[config.mk]
export PLATFORM = sky130hd
export DESIGN_NAME = cplf_ram
export DESIGN_NICKNAME = d
export VERILOG_FILES = /design/src/rtl/core/cplf_ram.sv
export SDC_FILE = /design/constraint.sdc
export NUM_CORES = 1
export LEC_CHECK = 0
export BUFFER_PORTS_ARGS = -buffer_cell sky130_fd_sc_hd__buf_2
export CORE_ASPECT_RATIO = 0.8
export CORE_MARGIN = 4
export CORE_UTILIZATION = 35
export DETAILED_ROUTE_END_ITERATION = 7
export HOLD_SLACK_MARGIN = 0.02
export PLACE_DENSITY_LB_ADDON = 0.05
export SLEW_MARGIN = 25
export SYNTH_ARGS = -nofsm -noshare
export SYNTH_HDL_FRONTEND = slang
export SYNTH_SLANG_ARGS = --single-unit
[constraint.sdc]
create_clock -name clk -period 3.1 [get_ports clk]
set_input_delay 0.155 -clock clk [delete_from_list [all_inputs] [get_ports clk]]
set_output_delay 0.155 -clock clk [all_outputs]
set_load 0.05 [all_outputs]
[src/rtl/core/cplf_ram.sv]
`timescale 1ns / 1ps
// Generic single-write, single-read RAM with registered read data.
// No dependencies.
module cplf_ram #(
	parameter int WIDTH = 8,
	parameter int DEPTH = 16
) (
	input  logic                     clk,
	input  logic                     we,
	input  logic [$clog2(DEPTH)-1:0] waddr,
	input  logic [WIDTH-1:0]         wdata,
	input  logic                     re,
	input  logic [$clog2(DEPTH)-1:0] raddr,
	output logic [WIDTH-1:0]         rdata
);

	logic [WIDTH-1:0] mem [DEPTH];

	always_ff @(posedge clk) begin
		if (we) begin
			mem[waddr] <= wdata;
		end
		if (re) begin
			rdata <= mem[raddr];
		end
	end

endmodule

==> metrics <==
pins over their slew limit 0; nets 296; share of the synthesized area in the top cell type 78.1%; Total GRT Usage 13.8%; worst hold margin 131 ps; final wirelength 11100 um; count leader, synth edfxtp_1; status complete, no violations; Crit Path Class in -> reg; first-pass GRT wire length 16300 um; Clock Latency Late Sink 400 ps; ANT cells 0; Fin Setup TNS 0 ps; # rows 39; Post-Synthesis Cells 229; ratio of cells with drive above 1 in the final layout 29.4%; Die W 145 um; Layout area overhead 18.3%; CTS Buffer Depth 2; Synth Net Count 248; Final Instance Area 6180 um^2; global route overflow 0; Synth Area in Simple Gates 3.14%; CTS H-tree depth 4; RSZ-0062 raised after global routing no; most area-consuming cells after synthesis edfxtp_1 78%, mux4_2 7.8%, mux4_1 7.0%, a22oi_1 2.3%, nor2_1 0.93%; XOR/XNOR share of the synthesized area 0%; Post-DRT Antenna Nets 0; Root Buffer clkbuf_16; Async SR Flop Fraction 0%; clock period minus worst slack 1620 ps; sequential share of the synthesized area 78.1%; clock sink total 136; R2R cell count 3; Syn Std Cell Area 5230 um^2; post-CTS setup buffers 0; worst hold path startpoint re; Slew HR 36.7%; top cells by count, synth 136 x edfxtp_1, 18 x mux4_2, 16 x a22oi_1, 14 x mux4_1, 13 x nor2_1; Hold Path Class in -> reg; total CTS buffers 17; die area 17000 um^2; core area 14400 um^2; largest net degree at the start of global routing 20; reg2reg end rdata[4]; total number of vias 2405; CTS tree done; clk_skew 6.30 ps; Starting Density 36.2%; Critical Path RT 3250 ps; Adder-Cell Fraction of Synth Area 0%; mean area per synthesized cell 22.8 um^2; Worst Setup SP raddr[0]; final worst slack 1480 ps; Synth Warn # 0; hold depth 1; Period Utilization, post-route 52.4%; crit start category input pin; first drt pass iteration count 4; static leakage 2.05 nW; gp weighted congestion 0.674; FF+latch count, synth 136; FF-to-FF Start mem[7][4]; initial DRC count 152; dominant cell type by area after synthesis edfxtp_1; dpl hpwl 7180 um; Reg clk slew, reported paths 60 ps; crit path DAT 1770 ps; Distinct cells, synth 18; IO Pins 27; Synth Flop Type edfxtp_1; Die H 117 um; fraction of synthesized area in multiplexers 14.8%; crit-path max FO 17; Max Fclk 0.616 GHz; Max Cap Viol 0; # setup viols final 0; post-DR vias/cell 5.08; initial antenna violation count 0; port bufs 26; pwr dens 679 nW/um^2; WL per Instance 23.4 um; Hold EP rdata[4]; worst vdd ir 0.403 mV; Compound-Gate Fraction of Synth Area 2.30%; vias in the first global route 2482; R2R setup slack 1570 ps; PostCTS Resize Cnt 0; Tightest Pin Transition 946 ps; placed inst area 5620 um^2; Pwr Total 4.20 mW; Place WS 1040 ps; hold-fix buffers at CTS 0; DRC 0; largest family of logic cells by synthesized area multiplexers; Post-synth EDFFs 136; Final Hold Viols 0; Setup crit end kind flip-flop
## worst max-delay path, stage by stage
cell and delay [ps]:
buf_2 390, buf_12 240, mux4_1 600, a22oi_1 270, nand2_1 80
## logic make-up after synthesis
group / count (synthesis)
and+or+nand+nor: 35
AOI/OAI and AO/OA: 16
buffers and inverters: 10
muxes: 32
DFF: 136
## metal layers
| metal | global-route usage [%] | vias to the layer above | part of all wire, % |
|---|---|---|---|
| met4 | 4.02 | 0 | 1.1 |
| met1 | 21.6 | 1256 | 52 |
| met3 | 4.23 | 9 | 4.6 |
| li1 | - | 1080 | - |
| met2 | 18.5 | 60 | 43 |
| met5 | 0 | - | 0 |
## where the power goes
group / switching [mW] / internal, mW / total [mW]
clock: 0.716 / 1.17 / 1.89
combinational: 0.144 / 0.0801 / 0.224
sequential: 0.0118 / 2.07 / 2.08
total: 0.871 / 3.32 / 4.20
## worst max-delay path by stage
stage,to,cells past startpoint
after floorplan,mem[0][0],2
after global placement,rdata[3],5
after detailed placement,rdata[3],5
after CTS,rdata[3],5
after global routing,rdata[2],5
final,rdata[2],5
## per-stage QoR
stage | std cells | utilization [%]
after floorplan | 229 | -
after global placement | 442 | 38.9
after detailed placement | 442 | 38.9
after CTS | 473 | 42.8
after global routing | 473 | 42.8
final | 473 | 42.8
## layout make-up
type / instances / area [um^2]
flip-flops and latches: 136 / 4080
well taps: 184 / 230
multi-input cells: 83 / 1060
repair buffers: 39 / 253
fillers: 1274 / 8260
clock inverters: 13 / 130
clock buffers: 18 / 429
## flip-flops by register name (all words and copies together) (netlist names)
name	flops
mem	128
rdata	8
## layout by cell type, fill, tap and decap left out, drive strengths merged, types with 3 or more instances in the layout
cell      netlist  final
a22oi          16     16
buf             7     39
clkbuf          0     18
clkinv          0      6
clkinvlp        0      3
edfxtp        136    136
mux4           32     32
nand2           9      9
nor2           13     13
nor3            4      4
Power figures use the tool's default switching activity.
